$ cat config.mk
export PLATFORM = sky130hd
export DESIGN_NAME = collar_command_zone_tracker_flat
export DESIGN_NICKNAME = d
export VERILOG_FILES = /design/src/hw/rtl/cct_pkg.sv /design/src/hw/rtl/cct_channels.sv /design/src/hw/rtl/cct_front.sv /design/src/hw/rtl/cct_queue.sv /design/src/hw/rtl/cct_back.sv /design/src/hw/rtl/collar_command_zone_tracker.sv /design/src/flat_wrapper.sv
export VERILOG_INCLUDE_DIRS = /design/src /design/src/hw/rtl
export SDC_FILE = /design/constraint.sdc
export NUM_CORES = 1
export LEC_CHECK = 0
export BUFFER_PORTS_ARGS = -buffer_cell sky130_fd_sc_hd__buf_2
export CORE_AREA = 2 2 87 172
export DETAILED_ROUTE_END_ITERATION = 12
export DIE_AREA = 0 0 89 174
export GPL_ROUTABILITY_DRIVEN = 0
export GPL_TIMING_DRIVEN = 0
export PLACE_DENSITY = 0.57
export SYNTH_ARGS = -nofsm -noshare
export SYNTH_HDL_FRONTEND = slang
export SYNTH_SLANG_ARGS = --single-unit
$ cat constraint.sdc
create_clock -name i_clk -period 3.8 [get_ports i_clk]
set_clock_uncertainty 0.1 [all_clocks]
set_input_delay 0.19 -clock i_clk [delete_from_list [all_inputs] [get_ports i_clk]]
set_output_delay 0.19 -clock i_clk [all_outputs]
set_load 0.01 [all_outputs]
$ cat src/hw/rtl/collar_command_zone_tracker_defines.svh
// Assertion macros shared by the tracker RTL.
`ifndef COLLAR_COMMAND_ZONE_TRACKER_DEFINES_SVH
`define COLLAR_COMMAND_ZONE_TRACKER_DEFINES_SVH

`ifndef NO_ASSERTIONS

// Same-cycle implication, disabled during reset
`define CCT_ASSERT_IMPL(label, clk, rst_n, ante, cons) \
    label: assert property (@(posedge clk) disable iff (!(rst_n)) (ante) |-> (cons)) \
        else $error("assertion failed: implication");

// Next-cycle implication, disabled during reset
`define CCT_ASSERT_NEXT(label, clk, rst_n, ante, cons) \
    label: assert property (@(posedge clk) disable iff (!(rst_n)) (ante) |=> (cons)) \
        else $error("assertion failed: next-cycle implication");

`else

`define CCT_ASSERT_IMPL(label, clk, rst_n, ante, cons)
`define CCT_ASSERT_NEXT(label, clk, rst_n, ante, cons)

`endif

`endif

$ cat src/hw/rtl/cct_pkg.sv
`timescale 1ns / 1ps

package cct_pkg;

    // Packet characters
    localparam logic [7:0] CH_ZONE     = 8'h7A; // 'z'
    localparam logic [7:0] CH_SET      = 8'h73; // 's'
    localparam logic [7:0] CH_TONE     = 8'h6D; // 'm'
    localparam logic [7:0] CH_BOUND    = 8'h62; // 'b'
    localparam logic [7:0] CH_HOME     = 8'h68; // 'h'
    localparam logic [7:0] CH_PRIMARY  = 8'h70; // 'p'
    localparam logic [7:0] CH_SECOND   = 8'h73; // 's'
    localparam logic [7:0] CH_ON       = 8'h6E; // 'n'
    localparam logic [7:0] CH_DIGIT_1  = 8'h31; // '1'
    localparam logic [7:0] CH_DIGIT_4  = 8'h34; // '4'
    localparam logic [7:0] CH_DIGIT_5  = 8'h35; // '5'

    // Tone codes
    localparam logic [2:0] TONE_NONE     = 3'd0;
    localparam logic [2:0] TONE_HI_SHORT = 3'd1;
    localparam logic [2:0] TONE_LO_SHORT = 3'd2;
    localparam logic [2:0] TONE_HI_LONG  = 3'd3;
    localparam logic [2:0] TONE_LO_LONG  = 3'd4;

    // Pairing states
    localparam logic [1:0] PAIR_NONE      = 2'd0;
    localparam logic [1:0] PAIR_PRIMARY   = 2'd1;
    localparam logic [1:0] PAIR_SECONDARY = 2'd2;

    localparam logic [2:0] ZONE_MAX = 3'd5;

    // Classified command
    typedef enum logic [2:0] {
        CMD_NONE,
        CMD_ZONE,
        CMD_CLOSE,
        CMD_SET,
        CMD_TONE,
        CMD_BOUND,
        CMD_HOME
    } t_cmd;

    // Item passed from the front to the back through the queue
    typedef struct packed {
        t_cmd       cmd;
        logic [2:0] zone;     // zone for CMD_ZONE, limit for CMD_SET
        logic       arg_on;
        logic       tgt_p;
        logic       tgt_s;
        logic       count0;
        logic       count1;
        logic [7:0] addr;
    } t_cmd_item;

    // Queue control from the front: push strobe and the full flag it saw
    typedef struct packed {
        logic push;
        logic full;
    } t_q_ctrl;

endpackage

$ cat src/hw/rtl/cct_channels.sv
`timescale 1ns / 1ps

// Packet input channel
interface cct_pkt_if;
    logic       valid;
    logic       ready;
    logic [7:0] packet_kind;
    logic [7:0] target_byte;
    logic [7:0] argument_byte;
    logic [7:0] paired_count;
    logic [7:0] sender_address;

    modport source (
        output valid, packet_kind, target_byte, argument_byte, paired_count,
               sender_address,
        input  ready
    );
    modport sink (
        input  valid, packet_kind, target_byte, argument_byte, paired_count,
               sender_address,
        output ready
    );
endinterface

// Result output channel
interface cct_res_if;
    logic       valid;
    logic       ready;
    logic [2:0] first_tone;
    logic [2:0] second_tone;
    logic       report_valid;
    logic       report_role;
    logic [2:0] report_zone;
    logic [1:0] pairing_role;
    logic       boundary_enabled;
    logic       homing_enabled;
    logic [2:0] allowed_zone;
    logic [7:0] paired_address;

    modport source (
        output valid, first_tone, second_tone, report_valid, report_role, report_zone,
               pairing_role, boundary_enabled, homing_enabled, allowed_zone,
               paired_address,
        input  ready
    );
    modport sink (
        input  valid, first_tone, second_tone, report_valid, report_role, report_zone,
               pairing_role, boundary_enabled, homing_enabled, allowed_zone,
               paired_address,
        output ready
    );
endinterface

$ cat src/hw/rtl/cct_front.sv
`timescale 1ns / 1ps

// Accepts packets and decodes them into commands for the queue.
module cct_front (
    cct_pkt_if.sink           i_pkt,
    input  logic              i_q_full,
    output cct_pkg::t_q_ctrl  o_q_ctrl,
    output cct_pkg::t_cmd_item o_item
);

    logic [7:0] w_arg;
    logic       w_digit_14;

    assign w_arg      = i_pkt.argument_byte;
    assign w_digit_14 = (w_arg >= cct_pkg::CH_DIGIT_1) && (w_arg <= cct_pkg::CH_DIGIT_4);

    // Handshake: take a packet whenever the queue has room
    assign i_pkt.ready     = !i_q_full;
    assign o_q_ctrl.push   = i_pkt.valid && !i_q_full;
    assign o_q_ctrl.full   = i_q_full;

    // Classification
    always_comb begin
        o_item.cmd    = cct_pkg::CMD_NONE;
        o_item.zone   = 3'd0;
        o_item.arg_on = (w_arg == cct_pkg::CH_ON);
        o_item.tgt_p  = (i_pkt.target_byte == cct_pkg::CH_PRIMARY);
        o_item.tgt_s  = (i_pkt.target_byte == cct_pkg::CH_SECOND);
        o_item.count0 = (i_pkt.paired_count == 8'd0);
        o_item.count1 = (i_pkt.paired_count == 8'd1);
        o_item.addr   = i_pkt.sender_address;
        case (i_pkt.packet_kind)
            cct_pkg::CH_ZONE: begin
                if (w_digit_14) begin
                    // zone = 5 - digit = '5' - char
                    o_item.cmd  = cct_pkg::CMD_ZONE;
                    o_item.zone = 3'(cct_pkg::CH_DIGIT_5 - w_arg);
                end else if (w_arg == cct_pkg::CH_DIGIT_5) begin
                    o_item.cmd = cct_pkg::CMD_CLOSE;
                end
            end
            cct_pkg::CH_SET: begin
                if (w_digit_14) begin
                    o_item.cmd  = cct_pkg::CMD_SET;
                    o_item.zone = 3'(w_arg - (cct_pkg::CH_DIGIT_1 - 8'd1));
                end
            end
            cct_pkg::CH_TONE:  o_item.cmd = cct_pkg::CMD_TONE;
            cct_pkg::CH_BOUND: o_item.cmd = cct_pkg::CMD_BOUND;
            cct_pkg::CH_HOME:  o_item.cmd = cct_pkg::CMD_HOME;
            default:           o_item.cmd = cct_pkg::CMD_NONE;
        endcase
    end

endmodule

$ cat src/hw/rtl/cct_queue.sv
`timescale 1ns / 1ps

`include "collar_command_zone_tracker_defines.svh"

// Two-entry command queue between front and back.
module cct_queue (
    input  logic               i_clk,
    input  logic               i_rst_n,
    input  cct_pkg::t_q_ctrl   i_q_ctrl,
    input  cct_pkg::t_cmd_item i_item,
    output logic               o_full,
    output logic               o_valid,
    input  logic               i_pop,
    output cct_pkg::t_cmd_item o_item
);

    localparam int Depth = 2;

    cct_pkg::t_cmd_item r_mem [Depth];
    logic               r_wr_ptr, n_wr_ptr;
    logic               r_rd_ptr, n_rd_ptr;
    logic [1:0]         r_count, n_count;
    logic               w_push, w_pop;

    assign w_push  = i_q_ctrl.push;
    assign w_pop   = i_pop && (r_count != 2'd0);
    assign o_full  = (r_count == 2'(Depth));
    assign o_valid = (r_count != 2'd0);
    assign o_item  = r_mem[r_rd_ptr];

    // Pointer and count update
    always_comb begin
        n_wr_ptr = w_push ? !r_wr_ptr : r_wr_ptr;
        n_rd_ptr = w_pop  ? !r_rd_ptr : r_rd_ptr;
        n_count  = r_count + 2'(w_push) - 2'(w_pop);
    end

    always_ff @(posedge i_clk) begin
        if (!i_rst_n) begin
            r_wr_ptr <= 1'b0;
            r_rd_ptr <= 1'b0;
            r_count  <= 2'd0;
        end else begin
            r_wr_ptr <= n_wr_ptr;
            r_rd_ptr <= n_rd_ptr;
            r_count  <= n_count;
        end
    end

    // Entry storage
    always_ff @(posedge i_clk) begin
        if (w_push) begin
            r_mem[r_wr_ptr] <= i_item;
        end
    end

    `CCT_ASSERT_IMPL(a_q_count_bound, i_clk, i_rst_n, 1'b1, r_count <= 2'(Depth))
    `CCT_ASSERT_IMPL(a_q_no_overflow, i_clk, i_rst_n, w_push, r_count != 2'(Depth))
    `CCT_ASSERT_NEXT(a_q_push_seen, i_clk, i_rst_n, w_push && !w_pop, r_count != 2'd0)
    `CCT_ASSERT_IMPL(a_q_full_view, i_clk, i_rst_n, 1'b1, i_q_ctrl.full == o_full)

endmodule

$ cat src/hw/rtl/cct_back.sv
`timescale 1ns / 1ps

`include "collar_command_zone_tracker_defines.svh"

// Executes commands against the collar state and registers one result per item.
module cct_back #(
    parameter int HISTORY_DEPTH = 4
) (
    input  logic               i_clk,
    input  logic               i_rst_n,
    input  logic               i_q_valid,
    input  cct_pkg::t_cmd_item i_item,
    output logic               o_pop,
    cct_res_if.source          o_res
);

    // Collar state
    logic [2:0] r_round_zone, n_round_zone;
    logic [2:0] r_hist [HISTORY_DEPTH];
    logic [2:0] n_hist [HISTORY_DEPTH];
    logic [2:0] r_limit, n_limit;
    logic       r_bound, n_bound;
    logic       r_home, n_home;
    logic [1:0] r_pair, n_pair;
    logic [7:0] r_ctrl_id, n_ctrl_id;

    // Output register
    logic       r_out_valid;
    logic [2:0] r_tone1, n_tone1;
    logic [2:0] r_tone2, n_tone2;
    logic       r_rep_valid, n_rep_valid;
    logic       r_rep_role, n_rep_role;
    logic [2:0] r_rep_zone, n_rep_zone;

    logic       w_addressed;
    logic       w_hist_above;
    logic [4:0] w_present;
    logic [2:0] w_min_zone;
    logic       w_outside;
    logic [2:0] w_pair_tone;

    // Take a command when the output register is empty or being drained
    assign o_pop = i_q_valid && (!r_out_valid || o_res.ready);

    assign w_addressed = ((r_pair == cct_pkg::PAIR_PRIMARY) && i_item.tgt_p) ||
                         ((r_pair == cct_pkg::PAIR_SECONDARY) && i_item.tgt_s);

    // History scan: all-above-limit flag and set of present zone values
    always_comb begin
        w_hist_above = 1'b1;
        w_present    = 5'd0;
        for (int v = 1; v <= 5; v++) begin
            if (r_round_zone == 3'(v)) w_present[v-1] = 1'b1;
        end
        for (int i = 0; i < HISTORY_DEPTH; i++) begin
            if (r_hist[i] <= r_limit) w_hist_above = 1'b0;
            for (int v = 1; v <= 5; v++) begin
                if (r_hist[i] == 3'(v)) w_present[v-1] = 1'b1;
            end
        end
    end

    // Lowest present zone, capped at 5
    always_comb begin
        w_min_zone = cct_pkg::ZONE_MAX;
        for (int v = 4; v >= 1; v--) begin
            if (w_present[v-1]) w_min_zone = 3'(v);
        end
    end

    assign w_outside = r_bound && (r_round_zone > r_limit) && w_hist_above;

    // Command execution
    always_comb begin
        n_round_zone = r_round_zone;
        n_hist       = r_hist;
        n_limit      = r_limit;
        n_bound      = r_bound;
        n_home       = r_home;
        n_pair       = r_pair;
        n_ctrl_id    = r_ctrl_id;
        n_tone1      = cct_pkg::TONE_NONE;
        n_tone2      = cct_pkg::TONE_NONE;
        n_rep_valid  = 1'b0;
        n_rep_role   = 1'b0;
        n_rep_zone   = 3'd0;
        w_pair_tone  = cct_pkg::TONE_NONE;
        case (i_item.cmd)
            cct_pkg::CMD_ZONE: n_round_zone = i_item.zone;
            cct_pkg::CMD_CLOSE: begin
                if (r_pair == cct_pkg::PAIR_NONE) begin
                    if (i_item.count0) begin
                        n_pair      = cct_pkg::PAIR_PRIMARY;
                        n_ctrl_id   = i_item.addr;
                        w_pair_tone = cct_pkg::TONE_LO_SHORT;
                    end else if (i_item.count1) begin
                        n_pair      = cct_pkg::PAIR_SECONDARY;
                        n_ctrl_id   = i_item.addr;
                        w_pair_tone = cct_pkg::TONE_HI_SHORT;
                    end
                end
                if (w_outside) begin
                    n_tone1 = cct_pkg::TONE_HI_SHORT;
                    n_tone2 = w_pair_tone;
                end else begin
                    n_tone1 = w_pair_tone;
                end
                n_rep_zone  = w_min_zone;
                n_rep_valid = (n_pair != cct_pkg::PAIR_NONE);
                n_rep_role  = (n_pair == cct_pkg::PAIR_SECONDARY);
                for (int i = HISTORY_DEPTH - 1; i > 0; i--) begin
                    n_hist[i] = r_hist[i-1];
                end
                n_hist[0]    = r_round_zone;
                n_round_zone = cct_pkg::ZONE_MAX;
            end
            cct_pkg::CMD_SET: begin
                if (w_addressed) n_limit = i_item.zone;
            end
            cct_pkg::CMD_TONE: begin
                if (w_addressed) n_tone1 = cct_pkg::TONE_HI_LONG;
            end
            cct_pkg::CMD_BOUND: begin
                if (w_addressed) begin
                    n_bound = i_item.arg_on;
                    n_tone1 = i_item.arg_on ? cct_pkg::TONE_HI_LONG : cct_pkg::TONE_LO_LONG;
                end
            end
            cct_pkg::CMD_HOME: begin
                if (w_addressed) begin
                    n_home  = i_item.arg_on;
                    n_tone1 = i_item.arg_on ? cct_pkg::TONE_HI_LONG : cct_pkg::TONE_LO_LONG;
                end
            end
            default: ;
        endcase
    end

    // State registers
    always_ff @(posedge i_clk) begin
        if (!i_rst_n) begin
            r_round_zone <= cct_pkg::ZONE_MAX;
            for (int i = 0; i < HISTORY_DEPTH; i++) r_hist[i] <= 3'd1;
            r_limit      <= 3'd1;
            r_bound      <= 1'b0;
            r_home       <= 1'b0;
            r_pair       <= cct_pkg::PAIR_NONE;
            r_ctrl_id    <= 8'd0;
            r_out_valid  <= 1'b0;
        end else begin
            if (o_pop) begin
                r_round_zone <= n_round_zone;
                r_hist       <= n_hist;
                r_limit      <= n_limit;
                r_bound      <= n_bound;
                r_home       <= n_home;
                r_pair       <= n_pair;
                r_ctrl_id    <= n_ctrl_id;
                r_out_valid  <= 1'b1;
            end else if (o_res.ready) begin
                r_out_valid  <= 1'b0;
            end
        end
    end

    // Result payload
    always_ff @(posedge i_clk) begin
        if (o_pop) begin
            r_tone1     <= n_tone1;
            r_tone2     <= n_tone2;
            r_rep_valid <= n_rep_valid;
            r_rep_role  <= n_rep_role;
            r_rep_zone  <= n_rep_zone;
        end
    end

    assign o_res.valid            = r_out_valid;
    assign o_res.first_tone       = r_tone1;
    assign o_res.second_tone      = r_tone2;
    assign o_res.report_valid     = r_rep_valid;
    assign o_res.report_role      = r_rep_role;
    assign o_res.report_zone      = r_rep_zone;
    assign o_res.pairing_role     = r_pair;
    assign o_res.boundary_enabled = r_bound;
    assign o_res.homing_enabled   = r_home;
    assign o_res.allowed_zone     = r_limit;
    assign o_res.paired_address   = r_ctrl_id;

    `CCT_ASSERT_IMPL(a_report_needs_pair, i_clk, i_rst_n, r_out_valid && r_rep_valid,
        r_pair != cct_pkg::PAIR_NONE)
    `CCT_ASSERT_IMPL(a_second_after_corr, i_clk, i_rst_n,
        r_out_valid && (r_tone2 != cct_pkg::TONE_NONE), r_tone1 == cct_pkg::TONE_HI_SHORT)
    `CCT_ASSERT_IMPL(a_limit_range, i_clk, i_rst_n, 1'b1,
        (r_limit >= 3'd1) && (r_limit <= 3'd4))
    `CCT_ASSERT_NEXT(a_pair_sticky, i_clk, i_rst_n, r_pair != cct_pkg::PAIR_NONE,
        r_pair == $past(r_pair))

endmodule

$ cat src/hw/rtl/collar_command_zone_tracker.sv
// Path: an accepted packet is written into the command queue, then executed by
// the back, whose output register holds the result until it is taken.
// Throughput: one packet per cycle while results are taken; the two-entry command
// queue and the output register let the input side keep accepting while a result
// waits, until the queue fills. Reset: synchronous, active low; restores the zone,
// history, limit, flags, pairing and controller address to their power-up values.
`timescale 1ns / 1ps

module collar_command_zone_tracker #(
    parameter int HISTORY_DEPTH = 4
) (
    input  logic       i_clk,
    input  logic       i_rst_n,
    cct_pkt_if.sink    i_pkt,
    cct_res_if.source  o_res
);

    cct_pkg::t_q_ctrl   w_q_ctrl;
    cct_pkg::t_cmd_item w_front_item;
    cct_pkg::t_cmd_item w_back_item;
    logic               w_q_full;
    logic               w_q_valid;
    logic               w_pop;

    // Front: packet intake and decode
    cct_front u_front (
        .i_pkt    (i_pkt),
        .i_q_full (w_q_full),
        .o_q_ctrl (w_q_ctrl),
        .o_item   (w_front_item)
    );

    // Command queue
    cct_queue u_queue (
        .i_clk    (i_clk),
        .i_rst_n  (i_rst_n),
        .i_q_ctrl (w_q_ctrl),
        .i_item   (w_front_item),
        .o_full   (w_q_full),
        .o_valid  (w_q_valid),
        .i_pop    (w_pop),
        .o_item   (w_back_item)
    );

    // Back: state update and result register
    cct_back #(
        .HISTORY_DEPTH (HISTORY_DEPTH)
    ) u_back (
        .i_clk     (i_clk),
        .i_rst_n   (i_rst_n),
        .i_q_valid (w_q_valid),
        .i_item    (w_back_item),
        .o_pop     (w_pop),
        .o_res     (o_res)
    );

endmodule
$ cat src/flat_wrapper.sv
// flat-port wrapper written by rule: the top's interface ports become plain ports
module collar_command_zone_tracker_flat 
#(
    parameter int HISTORY_DEPTH = 4
)
  (i_clk, i_rst_n, i_pkt_valid, i_pkt_packet_kind, i_pkt_target_byte, i_pkt_argument_byte, i_pkt_paired_count, i_pkt_sender_address, i_pkt_ready, o_res_valid, o_res_first_tone, o_res_second_tone, o_res_report_valid, o_res_report_role, o_res_report_zone, o_res_pairing_role, o_res_boundary_enabled, o_res_homing_enabled, o_res_allowed_zone, o_res_paired_address, o_res_ready);
  cct_pkt_if i_pkt_i ();
  cct_res_if o_res_i ();
  input  logic i_clk;
  input  logic i_rst_n;
  input wire logic [$bits(i_pkt_i.valid)-1:0] i_pkt_valid;
  input wire logic [$bits(i_pkt_i.packet_kind)-1:0] i_pkt_packet_kind;
  input wire logic [$bits(i_pkt_i.target_byte)-1:0] i_pkt_target_byte;
  input wire logic [$bits(i_pkt_i.argument_byte)-1:0] i_pkt_argument_byte;
  input wire logic [$bits(i_pkt_i.paired_count)-1:0] i_pkt_paired_count;
  input wire logic [$bits(i_pkt_i.sender_address)-1:0] i_pkt_sender_address;
  output wire logic [$bits(i_pkt_i.ready)-1:0] i_pkt_ready;
  output wire logic [$bits(o_res_i.valid)-1:0] o_res_valid;
  output wire logic [$bits(o_res_i.first_tone)-1:0] o_res_first_tone;
  output wire logic [$bits(o_res_i.second_tone)-1:0] o_res_second_tone;
  output wire logic [$bits(o_res_i.report_valid)-1:0] o_res_report_valid;
  output wire logic [$bits(o_res_i.report_role)-1:0] o_res_report_role;
  output wire logic [$bits(o_res_i.report_zone)-1:0] o_res_report_zone;
  output wire logic [$bits(o_res_i.pairing_role)-1:0] o_res_pairing_role;
  output wire logic [$bits(o_res_i.boundary_enabled)-1:0] o_res_boundary_enabled;
  output wire logic [$bits(o_res_i.homing_enabled)-1:0] o_res_homing_enabled;
  output wire logic [$bits(o_res_i.allowed_zone)-1:0] o_res_allowed_zone;
  output wire logic [$bits(o_res_i.paired_address)-1:0] o_res_paired_address;
  input wire logic [$bits(o_res_i.ready)-1:0] o_res_ready;
  assign i_pkt_i.valid = i_pkt_valid;
  assign i_pkt_i.packet_kind = i_pkt_packet_kind;
  assign i_pkt_i.target_byte = i_pkt_target_byte;
  assign i_pkt_i.argument_byte = i_pkt_argument_byte;
  assign i_pkt_i.paired_count = i_pkt_paired_count;
  assign i_pkt_i.sender_address = i_pkt_sender_address;
  assign i_pkt_ready = i_pkt_i.ready;
  assign o_res_valid = o_res_i.valid;
  assign o_res_first_tone = o_res_i.first_tone;
  assign o_res_second_tone = o_res_i.second_tone;
  assign o_res_report_valid = o_res_i.report_valid;
  assign o_res_report_role = o_res_i.report_role;
  assign o_res_report_zone = o_res_i.report_zone;
  assign o_res_pairing_role = o_res_i.pairing_role;
  assign o_res_boundary_enabled = o_res_i.boundary_enabled;
  assign o_res_homing_enabled = o_res_i.homing_enabled;
  assign o_res_allowed_zone = o_res_i.allowed_zone;
  assign o_res_paired_address = o_res_i.paired_address;
  assign o_res_i.ready = o_res_ready;
  collar_command_zone_tracker #(.HISTORY_DEPTH(HISTORY_DEPTH)) u_core (.i_clk(i_clk), .i_rst_n(i_rst_n), .i_pkt(i_pkt_i), .o_res(o_res_i));
endmodule
==> flow_summary.ini, run 1 <==
[synth]
syn_area_sq_um = 4180
yosys.area.top_type = edfxtp_1
yosys-top-cells-area = edfxtp_1, dfxtp_1, mux2i_1
ys_types = 57
synth-xor-area-share = 0.0147
synth_fa_ha_area_frac = 0.0509
synth_top_family_by_area = simple AND/OR/NAND/NOR gates
synth_top_area_share = 0.345
synth_compound_area_frac = 0.107
synth-seq-cells = 84
synthArstFlopShare = 0
synth_edf_count = 48
synthSimpleGateAreaFrac = 0.192
syn_area_per_cell_sq_um = 11.1
yosysSeqAreaShare = 0.517
synthMuxAreaShare = 0.0883
netlist_instances = 378
synth_warnings = 0
synth_flop_cell = edfxtp_1
syn_nets = 439

[die]
die_x_microns = 89
die_y_microns = 174
io_pins = 72
core_area_sq_um = 14300
rows = 62
die-area_sq_um = 15500
start_util = 0.293

[drt]
drt_iter0_markers = 159
routed_wl_microns = 9750
ant_nets = 0
route.detailed.drc = 0
via_per_inst = 4.72
first_pass_iters = 6
vias = 3132
routedWlPerCell_microns = 14.7

[clock_tree]
cts.path.max_buffers = 2
clk_latency_ns = 0.33
cts_tree = yes
htree_num_levels = 3
cts_made_buffers = 9
cts_resized = 0
ctsRootBufferMaster = clkbuf_16
clock-sinks = 84
clkSlewWorstSetupHoldPaths_ns = 0.07

[final_layout]
antenna_cells = 0
area.growth.synth_to_final_pct = 23.6
drive_gt1_frac = 0.227
layout_commonest_cell = buf_2
mostFrequentLayoutCells = buf_2, edfxtp_1, nand2_1, dfxtp_1, mux2i_1
final_area_sq_um = 5170
nNetsFinal = 528
fillerInstances = 1457

[place]
dpl_cell_area_sq_um = 4780
post-place-ws_ns = 1.06
io_buffer_count = 69
post-dp-hpwl_microns = 7780

[status]
status = finished, final reports clean

[sta]
fmax_mhz = 364
fin_crit_sh = 0.722
hold_viol_final = 0
relSlewSlack = 0.125
setup_viol = 0
worst_pin_slew_ns = 1.31
finalWorstSetupSlack_ns = 1.06
rsz0062_at_grt = false
drv_slew = 0
tns_ns = 0
fin_crit_ns = 2.74

[worst_setup_path]
crit_type = reg -> reg
cp-end-kind = flip-flop
cp_max_fo = 13
critPathCapture = u_core.u_queue.r_count[1]$_SDFF_PN0_
r2r_end = u_core.u_queue.r_count[1]$_SDFF_PN0_
cp_data_required_time_ns = 3.93
reg2reg_from = u_core.u_queue.r_count[1]$_SDFF_PN0_
worst_ep_arrival_time_ns = 2.88
r2r_cells = 8
crit_start = u_core.u_queue.r_count[1]$_SDFF_PN0_
crit_path_start_kind = flip-flop
r2r_setup_slack_ns = 1.06

[grt]
use_met2 = 0.248
gr-total-overflow = 0
antenna_found_initial = 0
grt_pass1_vias = 3229
grt_max_degree = 20
gr-usage-all-layers = 0.132
grtUsageMet3 = 0.0228
grt_pass1_wl_microns = 15600
gr-usage-met1 = 0.125
grt.busiest_layer = met2

[worst_hold_path]
hp-class = in -> reg

[power_and_ir_drop]
pwr_density_cell_nw_per_um2 = 541
p_leak_nw = 2.17
peakVddDrop_mv = 0.207
finalPower_mw = 2.80

[job]
cap_violations = 0
cells in the mapped netlist (4+ instances only):
master / number
o211a_1: 9
nor2_1: 27
mux2i_1: 29
dfxtp_1: 36
inv_1: 14
nand2b_1: 9
nor2b_1: 16
nor3_1: 8
edfxtp_1: 48
nand3b_1: 10
a21oi_1: 12
xnor2_1: 4
o21ai_0: 9
nand2_1: 37
nor3b_1: 6
ha_1: 17
nand3_1: 10
and2_1: 6
o211ai_1: 5
clkbuf_1: 6
mux2_2: 7
per-stage QoR:
| stage | hold WS [ns] | std cells | utilization |
|---|---|---|---|
| 2_1_floorplan | 0.189 | 378 | - |
| 3_3_place_gp | 0.280 | 639 | 0.334 |
| 3_5_place_dp | 0.282 | 640 | 0.335 |
| 4_1_cts | 0.0490 | 664 | 0.362 |
| 5_1_grt | 0.0682 | 664 | 0.362 |
| 6_report | 0.0588 | 664 | 0.362 |
flip-flops by register name (all words and copies together) (netlist names), 2 cells and up, named ones only:
name	cells
u_core.u_back.r_round_zone	3
u_core.u_queue.r_count	2
u_core.u_back.o_res.pairing_role	2
u_core.u_back.o_res.report_zone	3
u_core.u_back.r_hist	12
u_core.u_back.o_res.allowed_zone	3
u_core.u_back.o_res.second_tone	2
u_core.u_back.o_res.first_tone	3
u_core.u_queue.r_mem	38
u_core.u_back.o_res.paired_address	8
worst min path at each step:
stage	startpoint	end	cells past startpoint
floorplan	i_pkt_sender_address[0]	u_core.u_queue.r_mem[0][0]$_DFFE_PP_	0
CTS	i_pkt_paired_count[0]	u_core.u_queue.r_mem[0][9]$_DFFE_PP_	2
finish	i_pkt_paired_count[0]	u_core.u_queue.r_mem[0][9]$_DFFE_PP_	2
global placement	i_pkt_sender_address[6]	u_core.u_queue.r_mem[1][6]$_DFFE_PP_	1
global route	i_pkt_paired_count[0]	u_core.u_queue.r_mem[0][9]$_DFFE_PP_	2
detailed placement	i_pkt_sender_address[5]	u_core.u_queue.r_mem[0][5]$_DFFE_PP_	1
report_power, final:
group	total [mW]	switching (mW)	internal [mW]	leakage, nW
logic	0.714	0.407	0.307	1.25
clock network	0.889	0.369	0.520	0.152
registers	1.20	0.0800	1.12	0.764
worst max-delay path, stage by stage, from the launching register on:
cell and delay (ns):
dfxtp_1 0.40, nor2_1 0.15, nor2_1 0.99, ha_1 0.40, inv_1 0.06, ha_1 0.16
xnor2_1 0.14, xnor2_1 0.09, and2_1 0.15
routing by layer:
| layer | share of wire | routed length [microns] |
|---|---|---|
| met4 | 0.050 | 486 |
| met2 | 0.58 | 5650 |
| met1 | 0.34 | 3300 |
| met3 | 0.033 | 318 |
| met5 | 0 | 0 |
repair_timing:
item | 4_1_cts | 5_1_grt
hold buffers | 8 | 0
buffers inserted | 0 | 0
endpoints found under the hold margin | 16 | 0
layout make-up:
type	count	area, sq um	share of cell area
buffer	12	70.1	0.0136
timing repair buffer	78	440	0.0852
sequential	84	2160	0.418
clock buffer	9	225	0.0436
inverter	14	52.6	0.0102
clock inverter	7	78.8	0.0153
multi-input combinational	268	1900	0.367
tap	192	240	0.0465
cell families (layout without fill, tap and decap cells):
logic type	after synthesis	after routing
AND/OR/NAND/NOR	149	149
other	1	1
buffers and inverters	26	120
AO/OA/AOI/OAI	58	58
XOR/XNOR	7	7
flip-flops	84	84
adder cells (fa/ha/maj)	17	17
multiplexers	36	36
Note: power is estimated with default switching activity, not from simulation.
==> inputs of run 2 (changes only) <==
--- a/config.mk
+++ b/config.mk
@@ -6,6 +6,7 @@
 export SDC_FILE = /design/constraint.sdc
 export NUM_CORES = 1
 export LEC_CHECK = 0
+export ABC_AREA = 1
 export BUFFER_PORTS_ARGS = -buffer_cell sky130_fd_sc_hd__buf_2
 export CORE_AREA = 2 2 87 172
 export DETAILED_ROUTE_END_ITERATION = 12
==> constraint.sdc (replaced) <==
create_clock -name i_clk -period 2.59 [get_ports i_clk]
set_clock_uncertainty 0.1 [all_clocks]
set_input_delay 0.1295 -clock i_clk [delete_from_list [all_inputs] [get_ports i_clk]]
set_output_delay 0.1295 -clock i_clk [all_outputs]
set_load 0.01 [all_outputs]
==> flow_summary.ini, run 2 <==
[final_layout]
mostFrequentLayoutCells = nand2_1, buf_2, nor2_1, inv_1, edfxtp_1
largest_reg_flops = 38
final_area_sq_um = 5190
antenna_cells = 0
multi_input_area_sq_um = 1720
area.growth.synth_to_final_pct = 25.0
layout_commonest_cell = nand2_1
drive_gt1_frac = 0.196
max_flop_register = u_core.u_queue.r_mem
fin_cells = 775
nNetsFinal = 639
fillerInstances = 1519
regArea_sq_um = 2160
fin_util = 0.364

[die]
die_y_microns = 174
start_util = 0.291
core_area_sq_um = 14300
die_x_microns = 89
io_pins = 72
rows = 62
die-area_sq_um = 15500

[clock_tree]
cts.path.max_buffers = 2
cts_resized = 0
clk_latency_ns = 0.33
clock-sinks = 84
cts_tree = yes
clkSlewWorstSetupHoldPaths_ns = 0.06
ctsRootBufferMaster = clkbuf_16
post-cts-setup-buffers = 0
cts_made_buffers = 9
htree_num_levels = 3

[place]
placed_cells = 750
io_buffer_count = 70
post-place-ws_ns = 0.379
post-dp-hpwl_microns = 7760
dpl_cell_area_sq_um = 4780

[sta]
rsz0062_at_grt = false
fin_crit_ns = 2.19
worst_pin_slew_ns = 0.816
setup_viol = 0
relSlewSlack = 0.455
finalWorstSetupSlack_ns = 0.402
tns_ns = 0
hold_viol_final = 0
whs_ns = 0.00162
drv_slew = 0
fmax_mhz = 457
fin_crit_sh = 0.845

[drt]
via_per_inst = 4.52
first_pass_iters = 4
routedWlPerCell_microns = 12.5
drt_iter0_markers = 183
routed_wl_microns = 9660
ant_nets = 0
vias = 3505
route.detailed.drc = 0

[synth]
yosysSeqAreaShare = 0.520
synthSimpleGateAreaFrac = 0.273
synth-xor-area-share = 0.00211
synth-seq-cells = 84
synthArstFlopShare = 0
synth_compound_area_frac = 0.0647
netlist_instances = 486
synth_top_family_by_area = simple AND/OR/NAND/NOR gates
synth_top_area_share = 0.347
synth_fa_ha_area_frac = 0.0512
synth_most_common_cell = nand2_1
syn_area_per_cell_sq_um = 8.55
synth_warnings = 0
synth_common_cells = nand2_1, nor2_1, inv_1, edfxtp_1, nand3_1
synth_edf_count = 48
yosys-top-cells-area = edfxtp_1, dfxtp_1, nand2_1
syn_area_sq_um = 4160
syn_nets = 547
synth_flop_cell = edfxtp_1
ys_types = 32
synthMuxAreaShare = 0.0217
yosys.area.top_type = edfxtp_1

[worst_setup_path]
r2r_end = u_core.u_queue.r_count[1]$_SDFF_PN0_
crit_start = o_res_ready
r2r_setup_slack_ns = 0.41
crit_path_start_kind = input port
crit_type = in -> reg
cp_data_required_time_ns = 2.76
r2r_cells = 8
reg2reg_from = u_core.u_queue.r_count[1]$_SDFF_PN0_
worst_ep_arrival_time_ns = 2.36
cp_max_fo = 17
cp-end-kind = flip-flop

[power_and_ir_drop]
clkPwrFrac = 0.289
finalPower_mw = 4.66
seqPwrFrac = 0.396
combPwrFrac = 0.315
p_int_mw = 3.10
pwr_density_cell_nw_per_um2 = 898
p_leak_nw = 2.37
peakVddDrop_mv = 0.334
p_sw_frac = 0.335
switching_power_mw = 1.56

[grt]
grt_max_degree = 19
antenna_found_initial = 0
gr-usage-all-layers = 0.130
gr-total-overflow = 0
grt_pass1_vias = 3504
grt_pass1_wl_microns = 15700

[worst_hold_path]
hold_path_startpoint = i_pkt_valid
hold-path-cell-count = 3
hp-class = in -> reg
hold_end = u_core.u_queue.r_wr_ptr$_SDFFE_PN0P_

[status]
status = finished, final reports clean

[job]
cap_violations = 0
[run 2: cells by family (layout without fill, tap and decap cells)]
group	Yosys count	after routing
AO/OA/AOI/OAI	51	51
XOR/XNOR	1	1
adder cells (fa/ha/maj)	17	17
buffers and inverters	63	160
flip-flops	84	84
multiplexers	9	9
other	1	1
AND/OR/NAND/NOR	260	260
[run 2: power by group through the flow]
stage	registers [mW]	clock network, mW	logic, mW
2_1_floorplan	1.90	0	0.988
3_3_place_gp	1.88	0	1.41
3_5_place_dp	1.88	0	1.48
4_1_cts	1.85	1.39	1.49
5_1_grt	1.88	1.45	1.67
6_report	1.85	1.35	1.47
[run 2: worst max path at each step]
| stage | cells after the start | slack, ns | end |
|---|---|---|---|
| 2_1_floorplan | 4 | 0.64 | u_core.u_queue.r_mem[1][0]$_DFFE_PP_ |
| 6_report | 10 | 0.40 | u_core.u_queue.r_count[1]$_SDFF_PN0_ |
| 3_5_place_dp | 8 | 0.38 | u_core.u_queue.r_count[1]$_SDFF_PN0_ |
| 3_3_place_gp | 4 | 0.24 | u_core.u_queue.r_mem[1][5]$_DFFE_PP_ |
| 5_1_grt | 8 | 0.17 | u_core.u_queue.r_count[1]$_SDFF_PN0_ |
| 4_1_cts | 8 | 0.37 | u_core.u_queue.r_count[1]$_SDFF_PN0_ |
[run 2: area by class of cell]
cell class	count	share of cell area
Clock buffer	12	0.0537
Tap cell	192	0.0462
Sequential cell	84	0.416
Clock inverter	4	0.00843
Buffer	11	0.0154
Multi-Input combinational cell	339	0.332
Inverter	52	0.0376
Timing Repair Buffer	81	0.0906
[run 2: timing repair]
item                                    CTS  global route
hold buffers                              9             0
endpoints found under the hold margin    17             0
endpoints found under the setup margin    0             0
[run 2: critical path, cell delays in order]
cell and delay [ns]:
dlygate4sd3_1 0.52, buf_2 0.09, nor2_1 0.05, nor2_2 0.62, ha_1 0.35, inv_1 0.06
ha_1 0.15, xor2_1 0.17, o21ai_0 0.10, a21oi_1 0.11
[run 2: layer usage]
metal  GRT usage  wire length [microns]  vias up
met4      0.0752                    372        0
li1            -                      -     1816
met3      0.0204                    301       22
met1       0.125                   3380     1601
met5           0                      0        -
met2       0.247                   5600       66
==> inputs of run 3 (changes only) <==
--- a/config.mk
+++ b/config.mk
@@ -13,7 +13,7 @@
 export DIE_AREA = 0 0 89 174
 export GPL_ROUTABILITY_DRIVEN = 0
 export GPL_TIMING_DRIVEN = 0
-export PLACE_DENSITY = 0.57
+export PLACE_DENSITY = 0.59
 export SYNTH_ARGS = -nofsm -noshare
 export SYNTH_HDL_FRONTEND = slang
 export SYNTH_SLANG_ARGS = --single-unit
==> constraint.sdc (replaced) <==
create_clock -name i_clk -period 2 [get_ports i_clk]
set_clock_uncertainty 0.1 [all_clocks]
set_input_delay 0.1 -clock i_clk [delete_from_list [all_inputs] [get_ports i_clk]]
set_output_delay 0.1 -clock i_clk [all_outputs]
set_load 0.01 [all_outputs]
==> flow_summary.ini, run 3 (synthesis gave the netlist of run 2 again) <==
[worst_setup_path]
crit_type = reg -> reg
cp_slowest_stage_delay_ns = 0.36
r2r_end = u_core.u_back.o_res.first_tone[1]$_DFFE_PP_
worst_ep_arrival_time_ns = 1.77
path_delay_family = simple AND/OR/NAND/NOR gates
cp-end-kind = flip-flop
reg2reg_from = u_core.u_back.o_res.allowed_zone[1]$_SDFFE_PN0P_
cp_max_fo = 5
worst-path-buf-inv = 2
crit_start = u_core.u_back.o_res.allowed_zone[1]$_SDFFE_PN0P_
critical_path.most_common_cell = nand2_1
r2r_setup_slack_ns = 0.21
cp_data_required_time_ns = 1.98
crit_path_start_kind = flip-flop
r2r_cells = 10
cp_slowest_cell = dfxtp_1
path_cells = inv_1 -> ha_1 -> nand3_1 -> nand2_1 -> inv_1 -> nand2_1 -> nor2_1 -> nand2_2 -> nand2_1 -> nand2_1

[place]
post-dp-hpwl_microns = 7640
io_buffer_count = 70

[grt]
gr-usage-all-layers = 0.132
grt_pass1_vias = 3548
gr-total-overflow = 0
grt_pass1_wl_microns = 16000
grt_max_degree = 20
antenna_found_initial = 0

[die]
io_pins = 72
rows = 62
die_x_microns = 89
start_util = 0.291
die-area_sq_um = 15500
die_y_microns = 174
core_area_sq_um = 14300

[drt]
drt_iter0_markers = 149
routedWlPerCell_microns = 12.2
vias = 3580
first_pass_iters = 4
route.detailed.drc = 0
via_per_inst = 4.53
ant_nets = 0
routed_wl_microns = 9610

[clock_tree]
cts_made_buffers = 9
clkSlewWorstSetupHoldPaths_ns = 0.06
cts_tree = yes
htree_num_levels = 3
cts.path.max_buffers = 2
ctsRootBufferMaster = clkbuf_16
clock-sinks = 84
clk_latency_ns = 0.33

[worst_hold_path]
hold_end = u_core.u_back.r_hist[1]$_SDFFE_PN0P_
hp-class = in -> reg
hold_path_startpoint = i_rst_n
hold-path-cell-count = 3

[sta]
worst_pin_slew_ns = 0.557
fin_crit_ns = 1.79
fmax_mhz = 558
hold_viol_final = 0
setup_viol = 0
whs_ns = 0.0152
relSlewSlack = 0.629
fin_crit_sh = 0.896
drv_slew = 0
tns_ns = 0

[final_layout]
largest_reg_flops = 38
layout_commonest_cell = nand2_1
drive_gt1_frac = 0.202
antenna_cells = 0
mostFrequentLayoutCells = nand2_1, buf_2, nor2_1, inv_1, edfxtp_1
area.growth.synth_to_final_pct = 26.6
max_flop_register = u_core.u_queue.r_mem
fin_util = 0.369
nNetsFinal = 654

[status]
status = finished, final reports clean

[power_and_ir_drop]
p_leak_nw = 2.41
peakVddDrop_mv = 0.451
pwr_density_cell_nw_per_um2 = 1120
finalPower_mw = 5.89

[job]
cap_violations = 0
-- run 3: cell count changes in the layout (fill, tap and decap cells not counted), moves of 2 or more --
| cell | delta |
|---|---|
| clkbuf_16 | -2 |
| clkbuf_1 | +2 |
| clkinv_1 | +2 |
| dlygate4sd3_1 | +6 |
| buf_4 | +9 |
-- run 3: through the flow --
stage | instance area, sq um | setup slack (ns) | std cells
5_1_grt | 5260 | -0.000467 | 790
3_3_place_gp | 4750 | -0.332 | 748
6_report | 5260 | 0.208 | 790
4_1_cts | 5190 | 0.0580 | 781
2_1_floorplan | 4160 | 0.0463 | 486
3_5_place_dp | 4780 | -0.183 | 750
-- run 3: area by class of cell --
type	instances	area (sq um)
Fill cell	1498	9010
Sequential cell	84	2160
Multi-Input combinational cell	339	1730
Timing Repair Buffer	96	598
Tap cell	192	240
Clock buffer	12	236
Inverter	52	195
Buffer	11	80.1
Clock inverter	4	16.3
-- run 3: how the worst max path moves through the flow --
| stage | end | slack, ns | cells past startpoint |
|---|---|---|---|
| after detailed placement | u_core.u_queue.r_count[1]$_SDFF_PN0_ | -0.18 | 8 |
| after CTS | u_core.u_queue.r_count[1]$_SDFF_PN0_ | 0.06 | 8 |
| after floorplan | u_core.u_queue.r_mem[1][0]$_DFFE_PP_ | 0.05 | 4 |
| after global placement | u_core.u_queue.r_mem[1][5]$_DFFE_PP_ | -0.33 | 4 |
| after global routing | u_core.u_back.o_res.second_tone[1]$_SDFFCE_PN0P_ | -0.0005 | 9 |
| final | u_core.u_back.o_res.first_tone[1]$_DFFE_PP_ | 0.21 | 10 |
-- run 3: tightest hold or removal path, cell delays in order --
cell and delay, ns:
buf_2 0.17, o21ai_1 0.09, a21oi_1 0.04
-- run 3: power by group --
group	switching [mW]	internal, mW	leakage [nW]
Combinational	1.23	0.822	1.53
Clock	0.605	0.826	0.123
Sequential	0.185	2.21	0.754
Total	2.02	3.86	2.41
-- run 3: metal layers --
| metal | GRT usage | vias to the layer above | wire length (microns) |
|---|---|---|---|
| met3 | 0.0256 | 22 | 379 |
| met5 | 0 | - | 0 |
| met2 | 0.254 | 87 | 5530 |
| li1 | - | 1841 | - |
| met1 | 0.122 | 1630 | 3350 |
| met4 | 0.0715 | 0 | 354 |
-- run 3: timing repair --
action,CTS,global route
endpoints found under the setup margin,6,5
pin swaps,0,1
setup buffers,0,9
endpoints found under the hold margin,24,0
gates resized for setup,1,2
hold buffers,15,0
